===== src/rtl/siq_pkg.sv =====
// ============================================================================
// siq_pkg: speculative instruction queue package
// Entry layout, stream payload layouts, operation and status codes, cell commands and controller states.
// ============================================================================
package siq_pkg;

	localparam int unsigned QUEUE_DEPTH_DEF = 16;
	localparam int unsigned SEQ_W           = 6;
	localparam int unsigned LVL_W           = 3;
	localparam int unsigned WORD_W          = 32;
	localparam int unsigned CNT_OUT_W       = 5;

	// operation selector carried on s_tuser
	typedef enum logic [2:0] {
		MODE_INSERT     = 3'd0,
		MODE_POP        = 3'd1,
		MODE_FREE_SEQ   = 3'd2,
		MODE_FREE_LVL   = 3'd3,
		MODE_REMOVE_DEP = 3'd4,
		MODE_FLUSH_ALL  = 3'd5,
		MODE_FLUSH_LVL  = 3'd6
	} mode_t;

	// result status carried on m_tuser
	typedef enum logic [1:0] {
		STAT_OK       = 2'd0,
		STAT_FULL     = 2'd1,
		STAT_EMPTY    = 2'd2
	} status_t;

	// broadcast command to the cell row
	typedef enum logic [2:0] {
		CMD_HOLD,
		CMD_LOAD,
		CMD_POP,
		CMD_FREE_SEQ,
		CMD_FREE_LVL,
		CMD_MARK_DEP,
		CMD_MARK_LVL,
		CMD_COMPACT
	} cell_cmd_t;

	typedef enum logic {
		ST_IDLE,
		ST_COMPACT
	} state_t;

	typedef struct packed {
		logic [WORD_W-1:0] target;
		logic              pred_taken;
		logic              is_branch;
		logic [SEQ_W-1:0]  dep_seq;
		logic              dep_valid;
		logic [LVL_W-1:0]  level;
		logic [SEQ_W-1:0]  seq;
		logic [WORD_W-1:0] inst;
		logic [WORD_W-1:0] addr;
	} entry_t;

	typedef struct packed {
		cell_cmd_t        cmd;
		logic [SEQ_W-1:0] arg_seq;
		logic [LVL_W-1:0] arg_level;
	} cell_ctrl_t;

	// s_tdata layout, lowest field last
	typedef struct packed {
		logic [4:0]       pad;
		logic [LVL_W-1:0] arg_level;
		logic [SEQ_W-1:0] arg_seq;
		entry_t           entry;
	} in_payload_t;

	// m_tdata layout, lowest field last
	typedef struct packed {
		logic                 pad;
		entry_t               head;
		logic [CNT_OUT_W-1:0] count;
	} out_payload_t;

endpackage


===== src/rtl/siq_cell.sv =====
// ============================================================================
// siq_cell: one queue slot
// Holds one entry and a removal mark; takes its neighbor's slot on a shift.
// ============================================================================
module siq_cell (
	input  logic                clk,
	input  logic                arst_n,
	input  siq_pkg::cell_ctrl_t ctrl,
	input  siq_pkg::entry_t     load_data,
	input  logic                sel_load,    // this slot is the tail
	input  logic                occupied,
	input  siq_pkg::entry_t     next_entry,
	input  logic                next_kill,   // removal mark of the neighbor slot
	input  logic                kill_prefix, // a slot nearer the head is marked
	output siq_pkg::entry_t     entry,
	output logic                kill,        // this slot's own removal mark
	output logic                kill_chain
);

	siq_pkg::entry_t entry_q;
	logic            kill_q;
	logic            dep_hit;
	logic            lvl_over;
	logic            shift_en;

	always_comb begin
		dep_hit  = entry_q.dep_valid && (entry_q.dep_seq == ctrl.arg_seq);
		lvl_over = entry_q.level > ctrl.arg_level;
		shift_en = (ctrl.cmd == siq_pkg::CMD_POP) ||
			((ctrl.cmd == siq_pkg::CMD_COMPACT) && (kill_prefix || kill_q));
	end

	always_ff @(posedge clk) begin
		unique case (ctrl.cmd) inside
			siq_pkg::CMD_LOAD: begin
				if (sel_load) entry_q <= load_data;
			end
			siq_pkg::CMD_FREE_SEQ: begin
				if (entry_q.seq > ctrl.arg_seq) entry_q.seq <= entry_q.seq - 1'b1;
				if (entry_q.dep_valid && (entry_q.dep_seq > ctrl.arg_seq))
					entry_q.dep_seq <= entry_q.dep_seq - 1'b1;
			end
			siq_pkg::CMD_FREE_LVL: begin
				if (lvl_over) entry_q.level <= entry_q.level - 1'b1;
			end
			siq_pkg::CMD_MARK_LVL: begin
				// survivor of a level flush loses its tie to the resolved branch
				if (occupied && !lvl_over && dep_hit) entry_q.dep_valid <= 1'b0;
			end
			siq_pkg::CMD_POP, siq_pkg::CMD_COMPACT: begin
				if (shift_en) entry_q <= next_entry;
			end
			default: begin
			end
		endcase
	end

	always_ff @(posedge clk or negedge arst_n) begin
		if (!arst_n) begin
			kill_q <= 1'b0;
		end else begin
			unique case (ctrl.cmd)
				siq_pkg::CMD_MARK_DEP: kill_q <= occupied && dep_hit;
				siq_pkg::CMD_MARK_LVL: kill_q <= occupied && lvl_over;
				siq_pkg::CMD_COMPACT: begin
					if (shift_en) kill_q <= next_kill;
				end
				default: begin
				end
			endcase
		end
	end

	assign entry      = entry_q;
	assign kill       = kill_q;
	assign kill_chain = kill_prefix || kill_q;

endmodule


===== src/rtl/speculative_instruction_queue.sv =====
// ============================================================================
// speculative_instruction_queue: in-order instruction queue with squash
// Row of slot cells kept compacted at the head, one result item per op.
// ============================================================================
// One operation enters per item on the slave stream (mode on s_tuser) and one
// result item leaves on the master stream (status on m_tuser). The queue is a
// row of QUEUE_DEPTH cells with the head in cell 0; a pop shifts every cell one
// place toward the head at the accepting edge, an insert loads the cell at the
// tail. Insert, pop, renumbering of sequence numbers or levels, and flush-all
// post their result directly: it is registered at the accepting edge. The two
// selective squashes (remove dependents, flush by level) go through a compaction
// state: the accepting edge marks victims in each cell, then each cycle the
// cells from the first marked slot onward take their neighbor's slot, removing
// one victim, and a final cycle with no marks left posts the result. The output
// register holds one result; a new item is taken while the queue is idle and
// that register is empty or being drained the same cycle.
// Entry fields after reset are unknown until an insert writes them; only
// occupied slots are ever reported.
module speculative_instruction_queue #(
	parameter int unsigned QUEUE_DEPTH = siq_pkg::QUEUE_DEPTH_DEF
) (
	input  logic         clk,
	input  logic         arst_n,
	input  logic         s_tvalid,
	output logic         s_tready,
	// addr, inst, seq_num, branch_level, dep_valid, dep_seq, is_branch,
	// pred_taken, branch_target, arg_seq, arg_level, zero pad
	input  logic [127:0] s_tdata,
	input  logic [2:0]   s_tuser,   // mode
	output logic         m_tvalid,
	input  logic         m_tready,
	// count, head_addr, head_inst, head_seq, head_level, head_dep_valid,
	// head_dep_seq, head_is_branch, head_pred_taken, head_target, zero pad
	output logic [119:0] m_tdata,
	output logic [1:0]   m_tuser    // status
);

	localparam int unsigned CNT_W = $clog2(QUEUE_DEPTH + 1);

	siq_pkg::in_payload_t  in_pl;
	siq_pkg::mode_t        mode;
	siq_pkg::state_t       state_q, state_d;
	siq_pkg::cell_ctrl_t   ctrl;
	siq_pkg::entry_t       cell_entry [QUEUE_DEPTH];
	logic [QUEUE_DEPTH:0]  kill_chain;   // kill_chain[i] feeds cell i
	logic [QUEUE_DEPTH-1:0] kill_mark;   // each cell's own removal mark
	logic [CNT_W-1:0]      cnt_q, cnt_d;
	logic                  accept;
	logic                  full;
	logic                  empty;
	logic                  any_kill;
	logic                  squash_mode;

	// result register
	logic                  out_valid_q;
	siq_pkg::status_t      out_status_q;
	siq_pkg::out_payload_t out_pl_q;
	logic                  post_result;
	siq_pkg::status_t      res_status;
	siq_pkg::entry_t       res_head;

	assign in_pl       = siq_pkg::in_payload_t'(s_tdata);
	assign mode        = siq_pkg::mode_t'(s_tuser);
	assign accept      = s_tvalid && s_tready;
	assign full        = cnt_q == CNT_W'(QUEUE_DEPTH);
	assign empty       = cnt_q == '0;
	assign any_kill    = kill_chain[QUEUE_DEPTH];
	assign squash_mode = (mode == siq_pkg::MODE_REMOVE_DEP) ||
		(mode == siq_pkg::MODE_FLUSH_LVL);

	// ---------------------------------------------------------------- cell row
	assign kill_chain[0] = 1'b0;

	for (genvar i = 0; i < QUEUE_DEPTH; i++) begin : g_cell
		siq_pkg::entry_t nxt_entry;
		logic            nxt_kill;

		if (i == QUEUE_DEPTH - 1) begin : g_last
			assign nxt_entry = cell_entry[i];
			assign nxt_kill  = 1'b0;
		end else begin : g_mid
			assign nxt_entry = cell_entry[i+1];
			assign nxt_kill  = kill_mark[i+1];
		end

		siq_cell u_cell (
			.clk         (clk),
			.arst_n      (arst_n),
			.ctrl        (ctrl),
			.load_data   (in_pl.entry),
			.sel_load    (cnt_q == CNT_W'(i)),
			.occupied    (CNT_W'(i) < cnt_q),
			.next_entry  (nxt_entry),
			.next_kill   (nxt_kill),
			.kill_prefix (kill_chain[i]),
			.entry       (cell_entry[i]),
			.kill        (kill_mark[i]),
			.kill_chain  (kill_chain[i+1])
		);
	end

	// ------------------------------------------------------------- next state
	always_comb begin
		state_d = state_q;
		unique case (state_q)
			siq_pkg::ST_IDLE: begin
				if (accept && squash_mode) state_d = siq_pkg::ST_COMPACT;
			end
			siq_pkg::ST_COMPACT: begin
				if (!any_kill) state_d = siq_pkg::ST_IDLE;
			end
			default: state_d = siq_pkg::ST_IDLE;
		endcase
	end

	// ------------------------------------------------------- control outputs
	always_comb begin
		s_tready       = 1'b0;
		ctrl.cmd       = siq_pkg::CMD_HOLD;
		ctrl.arg_seq   = in_pl.arg_seq;
		ctrl.arg_level = in_pl.arg_level;
		cnt_d          = cnt_q;
		post_result    = 1'b0;
		res_status     = siq_pkg::STAT_OK;
		res_head       = '0;
		unique case (state_q)
			siq_pkg::ST_IDLE: begin
				s_tready = !out_valid_q || m_tready;
				if (accept) begin
					post_result = !squash_mode;
					unique case (mode)
						siq_pkg::MODE_INSERT: begin
							if (full) begin
								res_status = siq_pkg::STAT_FULL;
							end else begin
								ctrl.cmd = siq_pkg::CMD_LOAD;
								cnt_d    = cnt_q + 1'b1;
							end
						end
						siq_pkg::MODE_POP: begin
							if (empty) begin
								res_status = siq_pkg::STAT_EMPTY;
							end else begin
								ctrl.cmd = siq_pkg::CMD_POP;
								cnt_d    = cnt_q - 1'b1;
								res_head = cell_entry[0];
							end
						end
						siq_pkg::MODE_FREE_SEQ:   ctrl.cmd = siq_pkg::CMD_FREE_SEQ;
						siq_pkg::MODE_FREE_LVL:   ctrl.cmd = siq_pkg::CMD_FREE_LVL;
						siq_pkg::MODE_REMOVE_DEP: ctrl.cmd = siq_pkg::CMD_MARK_DEP;
						siq_pkg::MODE_FLUSH_LVL:  ctrl.cmd = siq_pkg::CMD_MARK_LVL;
						siq_pkg::MODE_FLUSH_ALL:  cnt_d    = '0;
						default: begin
						end
					endcase
				end
			end
			siq_pkg::ST_COMPACT: begin
				ctrl.cmd = siq_pkg::CMD_COMPACT;
				if (any_kill) begin
					cnt_d = cnt_q - 1'b1;
				end else begin
					post_result = 1'b1;
				end
			end
			default: begin
			end
		endcase
	end

	// --------------------------------------------------------------- registers
	always_ff @(posedge clk or negedge arst_n) begin
		if (!arst_n) begin
			state_q     <= siq_pkg::ST_IDLE;
			cnt_q       <= '0;
			out_valid_q <= 1'b0;
		end else begin
			state_q <= state_d;
			cnt_q   <= cnt_d;
			if (post_result) begin
				out_valid_q <= 1'b1;
			end else if (m_tready) begin
				out_valid_q <= 1'b0;
			end
		end
	end

	always_ff @(posedge clk) begin
		if (post_result) begin
			out_status_q   <= res_status;
			out_pl_q.pad   <= 1'b0;
			out_pl_q.head  <= res_head;
			out_pl_q.count <= siq_pkg::CNT_OUT_W'(cnt_d);
		end
	end

	assign m_tvalid = out_valid_q;
	assign m_tdata  = out_pl_q;
	assign m_tuser  = out_status_q;

	// -------------------------------------------------------------- assertions
	a_cnt_bound: assert property (@(posedge clk) disable iff (!arst_n)
		cnt_q <= CNT_W'(QUEUE_DEPTH))
		else $error("occupancy above queue depth");

	a_idle_no_marks: assert property (@(posedge clk) disable iff (!arst_n)
		state_q == siq_pkg::ST_IDLE |-> kill_mark == '0)
		else $error("removal marks left while idle");

	a_compact_stalls: assert property (@(posedge clk) disable iff (!arst_n)
		state_q == siq_pkg::ST_COMPACT |-> !s_tready)
		else $error("input taken during compaction");

	a_fast_result: assert property (@(posedge clk) disable iff (!arst_n)
		(accept && !squash_mode) |=> m_tvalid)
		else $error("single-cycle op did not post a result");

endmodule


===== config.mk =====
export PLATFORM = sky130hd
export DESIGN_NAME = speculative_instruction_queue
export DESIGN_NICKNAME = d
export VERILOG_FILES = /design/src/rtl/siq_pkg.sv /design/src/rtl/siq_cell.sv /design/src/rtl/speculative_instruction_queue.sv
export SDC_FILE = /design/constraint.sdc
export NUM_CORES = 2
export LEC_CHECK = 0
export BUFFER_PORTS_ARGS = -buffer_cell sky130_fd_sc_hd__buf_4
export CORE_ASPECT_RATIO = 1.5
export CORE_MARGIN = 10
export CORE_UTILIZATION = 50
export CTS_BUF_LIST = sky130_fd_sc_hd__clkbuf_2 sky130_fd_sc_hd__clkbuf_4 sky130_fd_sc_hd__clkbuf_8
export DETAILED_ROUTE_END_ITERATION = 6
export PLACE_DENSITY = 0.66
export SYNTH_ARGS = -nofsm -noshare
export SYNTH_HDL_FRONTEND = slang
export SYNTH_SLANG_ARGS = --single-unit

===== constraint.sdc =====
create_clock -name clk -period 12.4 [get_ports clk]
set_input_delay 1.24 -clock clk [delete_from_list [all_inputs] [get_ports clk]]
set_output_delay 1.24 -clock clk [all_outputs]
set_load 0.02 [all_outputs]

Word-level counts from Yosys, hierarchy flattened

Cells that the tools add are included.

Register bits: 1968
Bits of input ports: 135
Output and inout bits: 124
Logic and storage cells: 966

Add/subtract/negate cells: 50
$lt $le $gt $ge: 64
Equality and inequality tests: 156
Mux-type cells: 244
Bitwise logic cells: 3
Reductions and logical operators: 275

Operators with widths:

| cell                  | number |
|---|---|
| $mux W114             | 30 |
| $pmux W64 S2          | 15 |
| $pmux W34 S2          | 15 |
| $pmux W6 S3           | 30 |
| $reduce_and A4 Y1     | 60 |
| $ne A2 B1 Y1 const B  | 107 |
| $gt A6 B6 Y1          | 32 |
| $mux W6               | 32 |
| $sub A6 B1 Y6 const B | 32 |
| $pmux W3 S3           | 15 |
| $logic_and A1 B1 Y1   | 114 |
| $eq A6 B6 Y1          | 16 |
| $pmux W1 S3           | 31 |
| $mux W80              | 1 |
| $reduce_and A3 Y1     | 19 |
| $mux W3               | 17 |
| $gt A3 B3 Y1          | 16 |
| $sub A3 B1 Y3 const B | 16 |
| $mux W1               | 41 |
| $eq A5 B4 Y1 const B  | 8 |
| $lt A4 B5 Y1 const A  | 8 |
| $reduce_and A2 Y1     | 17 |
| $logic_or A1 B1 Y1    | 33 |
| $pmux W6 S2           | 2 |
| other kinds (29)      | 85 |

Longest topological paths before layout

Word-level depth: 19
Gate-level depth with buffers: 13
Gate-level depth less buffers: 10

Hierarchy

A second synthesis with hierarchy kept.

Cell total of the unflattened synthesis: 9839
Area total of the unflattened synthesis: 97893.9 um2

By module, submodules not included:

| module                           | times used | cells each | area each (um2) | sequential area each (um2) |
|---|---|---|---|---|
| siq_cell at g_cell[0].u_cell ... | 10         | 590        | 5749.3          | 3448.3 |
| siq_cell at g_cell[6].u_cell ... | 4          | 589        | 5785.5          | 3448.3 |
| siq_cell at g_cell[5].u_cell     | 1          | 589        | 5801.8          | 3448.3 |
| siq_cell at g_cell[14].u_cell    | 1          | 588        | 5800.6          | 3448.3 |
| speculative_instruction_queue    | 1          | 406        | 5656.7          | 3808.7 |

Worst setup path before layout

No wires, ideal clock.

Path type: in2reg
From: input s_tvalid
To: register out_pl_q (netlist bit m_tdata[0]), enable pin
Setup time: 770 ps
Data arrival time: 10325 ps
Data required time: 11630 ps
Slack: 1306 ps
Stages: 4
Buffers on the path: 1
Cells stage by stage: nor2b_1 > nand2_1 > clkbuf_1 > o21ai_0

Cells in the longest elaborated chain, start to end: 3

RTL lines:

| what                | RTL line                             | text |
|---|---|---|
| start: declaration  | speculative_instruction_queue.sv:24  | `input logic s_tvalid,` |
| $logic_and A1 B1 Y1 | speculative_instruction_queue.sv:64  | `assign accept = s_tvalid && s_tready;` |
| $mux W1             | speculative_instruction_queue.sv:129 | `if (accept) begin` |
| $pmux W1 S2         | speculative_instruction_queue.sv:126 | `unique case (state_q)` |
| via post_result     | speculative_instruction_queue.sv:58  | `logic post_result;` |
| end: declaration    | speculative_instruction_queue.sv:57  | `siq_pkg::out_payload_t out_pl_q;` |

The timed path passes the listed nets, and every way through them passes these cells.
A chain may end at the register's enable or synchronous reset.

Final worst setup path

From: register cnt_q[1]
To: register g_cell[2].u_cell.entry_q (netlist bit g_cell[2].u_cell.entry[44]), enable pin

Cells in the longest elaborated chain, start to end: 10
Elaborated cells between the ends (all ways): 18
Those cells by class: eq/ne (7); mux (5); reduce/logical (6)

RTL lines:

| what                                                    | RTL line                                                                   | text |
|---|---|---|
| start: declaration                                      | speculative_instruction_queue.sv:47                                        | `logic [CNT_W-1:0] cnt_q, cnt_d;` |
| start signal: assignment                                | speculative_instruction_queue.sv:180                                       | `cnt_q <= cnt_d;` |
| $eq A5 B5 Y1 / $logic_not A5 Y1 (equally long branches) | speculative_instruction_queue.sv:65, speculative_instruction_queue.sv:66   |  |
| $mux W1 / $mux W2 (equally long branches)               | speculative_instruction_queue.sv:133, speculative_instruction_queue.sv:141 |  |
| $pmux W3 S6                                             | speculative_instruction_queue.sv:131                                       | `unique case (mode)` |
| $mux W3                                                 | speculative_instruction_queue.sv:129                                       |  |
| $pmux W3 S2                                             | speculative_instruction_queue.sv:126                                       |  |
| $eq A3 B3 Y1                                            | siq_cell.sv:30                                                             | `((ctrl.cmd == siq_pkg::CMD_COMPACT) && (kill_prefix \|\| kill_q));` |
| $logic_and A1 B1 Y1                                     | siq_cell.sv:30                                                             |  |
| $logic_or A1 B1 Y1                                      | siq_cell.sv:29                                                             | `shift_en = (ctrl.cmd == siq_pkg::CMD_POP) \|\|` |
| $ne A2 B1 Y1 (no source line)                           | n/a                                                                        |  |
| $reduce_and A3 Y1 (no source line) (*)                  | n/a                                                                        |  |
| end signal: assignment                                  | siq_cell.sv:36                                                             | `if (sel_load) entry_q <= load_data;` |
| end signal: assignment                                  | siq_cell.sv:51                                                             | `if (shift_en) entry_q <= next_entry;` |
| end: declaration                                        | siq_cell.sv:20                                                             | `siq_pkg::entry_t entry_q;` |

Every way passes the cells marked *; elsewhere a longest branch is shown, timed or not.

==> impl_metrics.yaml <==
run_status:
  status: "completed"
cts:
  cts_buffer_depth: 4
  post-cts-setup-buffers: 0
  htree_levels: 5
  clk_latency_ps: 1030
  cts_root_buffer: "clkbuf_8"
  cts_tree: "built"
  numCtsBuffers: 316
  cts_hold_buf: 0
  cts_resized: 0
  cts_sinks: 1968
  clkSlewWorstSetupHoldPaths_ps: 70
floorplanning:
  die_y_um: 530.6
  start_util: 0.5027
  fp-row-count: 187
  coreArea_mm2: 0.1729
  ioPinCount: 259
  die_area_mm2: 0.1913
  fp.dieW_um: 360.4
drt:
  antenna_left: 0
  drt_iter0_drc: 4799
  drc: 0
  wl_per_cell_um: 20.57
  viasPerCell: 5.543
  drt_pass1_iterations: 7
  vias: 55960
  drt_wl_total_um: 207600
finish:
  final_nets: 8049
  final_core_util: 0.5529
  drive_above_1_share: 0.1145
  design_area_mm2: 0.09561
  syn2layout_area_growth_pct: 9.996
synth:
  synth_edf_count: 1945
  yosysUniqueCellTypes: 74
  seq_area_frac_synth: 0.6786
  async_flop_share: 0.01169
  synth_area_mm2: 0.08692
  yosysWarnings: 0
  syn-num-nets: 7820
  synth_area_leader_cell: "edfxtp_1"
  avgSynthCellArea_um2: 11.76
  synth.area.top_cells: "edfxtp_1 (67%), nand2_1 (14%), ha_1 (4.2%)"
  synth_top_area_frac: 0.6720
  syn_inst: 7391
  yosys_register_bits: 1968
  ys.flop_type: "edfxtp_1"
grt:
  use_met1: 0.2839
  busiest_layer: "met2"
  track_usage: 0.2131
  grtUsageMet2: 0.3420
  grt_pass1_vias: 55860
  grt_pass1_wl_um: 322000
  gr-total-overflow: 0
  antenna_found_initial: 11
  use_met3: 0.03741
  grt_max_degree: 255
critical_path:
  end_kind: "flop"
  startpoint_type: "flop"
  cp_max_fo: 203
  critPathKind: "flop to flop"
  cp.arrival_ps: 6510
  required_ps: 13010
pwr:
  finalPower_uw: 27250
  p_sw_uw: 9634
  internal-power_uw: 17610
  power_frac_seq: 0.496
  switching_share: 0.3536
  p_comb_frac: 0.309
  peakVddDrop_mv: 0.4022
  p_leak_uw: 0.04253
  clockPowerShare: 0.195
  p_per_area_mw_per_mm2: 285.0
sta:
  slew_headroom: 0.1642
  finalCritPeriodShare: 0.4758
  setup_tns_ps: 0
  fin_crit_ps: 5900
  rsz0062_at_grt: "false"
  hold_viol_final: 0
  finalSetupViolCount: 0
  slew_violations: 0
  post-route-worst-setup-slack_ps: 6500
  tightest_slew_ps: 1249
  max_freq_ghz: 0.1695
  worst_clock_skew_ps: 68.14
placed_design:
  post-dp-hpwl_um: 115900
  gp_congestion: 0.8951
  placed_area_mm2: 0.08985
  portBuffers: 252
  place_ws_ps: 6169
min_path:
  min_path_type: "input pin to asynchronous set/reset pin"
job:
  maxCapViolations: 0
cell type report:
class / count / area (um2)
fill: 14590 / 77300
sequential: 1968 / 58980
multi-input combinational: 4874 / 24880
clock buffer: 404 / 5041
tap: 2268 / 2838
timing repair buffer: 318 / 2613
clock inverter: 117 / 705.7
inverter: 142 / 538.0
antenna: 5 / 12.51
stage by stage:
step,instances,hold WS [ps]
2_1_floorplan,7391,472.2
3_3_place_gp,9570,493.6
3_5_place_dp,9570,499.1
4_1_cts,10090,48.07
5_1_grt,10090,125.2
6_report,10100,137.0
power groups by stage:
stage               Combinational [uW]  Clock, uW  Sequential (uW)
finish                            8410       5320            13500
detailed placement                8450          0            13600
global route                      9530       5700            13800
CTS                               8520       5440            13500
floorplan                         5940          0            13600
global placement                  8190          0            13500
worst paths after layout:
check / start / end / slack (ps) / cells after the start
worst max-delay path: cnt_q[1]$_DFF_PN0_ / g_cell[2].u_cell.entry[44]$_DFFE_PP_ / 6500 / 11
worst min-delay path: arst_n / g_cell[15].u_cell.kill$_DFFE_PN0P_ / 140 / 1
worst max register to register: cnt_q[1]$_DFF_PN0_ / g_cell[2].u_cell.entry[44]$_DFFE_PP_ / 6500 / 11
worst min register to register: g_cell[13].u_cell.entry[80]$_DFFE_PP_ / g_cell[12].u_cell.entry[80]$_DFFE_PP_ / 470 / 2
max in group asynchronous: arst_n / g_cell[10].u_cell.kill$_DFFE_PN0P_ / 11950 / 1
min in group clk: s_tdata[51] / g_cell[15].u_cell.entry[51]$_DFFE_PP_ / 410 / 1
cell usage in the layout (no fill, tap or decap), types with 27 or more instances in the layout:
cell	n
nand2_2	76
nor3_1	54
clkbuf_4	83
a22oi_1	94
a21oi_1	113
buf_4	300
nor2b_1	43
o21ai_0	109
nand2_1	3208
nor2_1	112
edfxtp_1	1945
clkinv_1	74
and3_1	115
clkbuf_8	321
o211ai_1	50
o21a_1	32
clkinv_2	27
xor2_1	116
inv_1	140
xnor2_1	31
nand3_1	64
o221ai_1	98
ha_1	293
a211oi_1	29
a21o_1	33
state kept, by name (all words and copies together), names as in the netlist:
signal / count
g_cell.u_cell.kill: 16
cnt_q: 5
m_tuser: 2
m_tvalid: 1
m_tdata: 119
state_q: 1
g_cell.u_cell.entry: 1824
worst max-delay path, stage by stage (launching register included):
cell	delay (ps)
dfrtp_1	630
inv_1	170
ha_1	270
or4b_4	240
nand3_2	280
o21ai_4	250
buf_12	680
nor2_4	50
buf_4	340
nor2_4	830
buf_4	680
buf_4	780
metal layers:
metal | routed length, um | vias to the layer above | share of wire
met4 | 8988 | 6 | 0.043
li1 | - | 26060 | -
met2 | 96920 | 1801 | 0.47
met1 | 89100 | 27620 | 0.43
met3 | 12600 | 478 | 0.061
met5 | 42 | - | 0.00020
Yosys cell counts, types with 29 or more instances:
library cell,instances
nor2b_1,43
xnor2_1,31
ha_1,293
nand2_2,77
buf_2,199
nor2_1,130
a22oi_1,94
a21oi_1,113
and3_1,115
o221ai_1,98
nand2_1,3208
o211ai_1,50
a21o_1,33
o21ai_0,110
nand3_1,64
xor2_1,116
o21a_1,32
inv_1,141
nor3_1,55
buf_6,117
a211oi_1,29
clkbuf_1,73
edfxtp_1,1945
kinds of logic after synthesis:
kind of cell | Yosys count | synth area share
compound gates | 617 | 0.04883
fa+ha+maj | 294 | 0.04241
xor+xnor | 147 | 0.01481
flops | 1968 | 0.6786
simple gates | 3813 | 0.1778
buf+inv | 549 | 0.03728
mux | 2 | 0.0002447
other cells | 1 | 0.00004314
No activity file was read; power rests on OpenSTA's default activity.
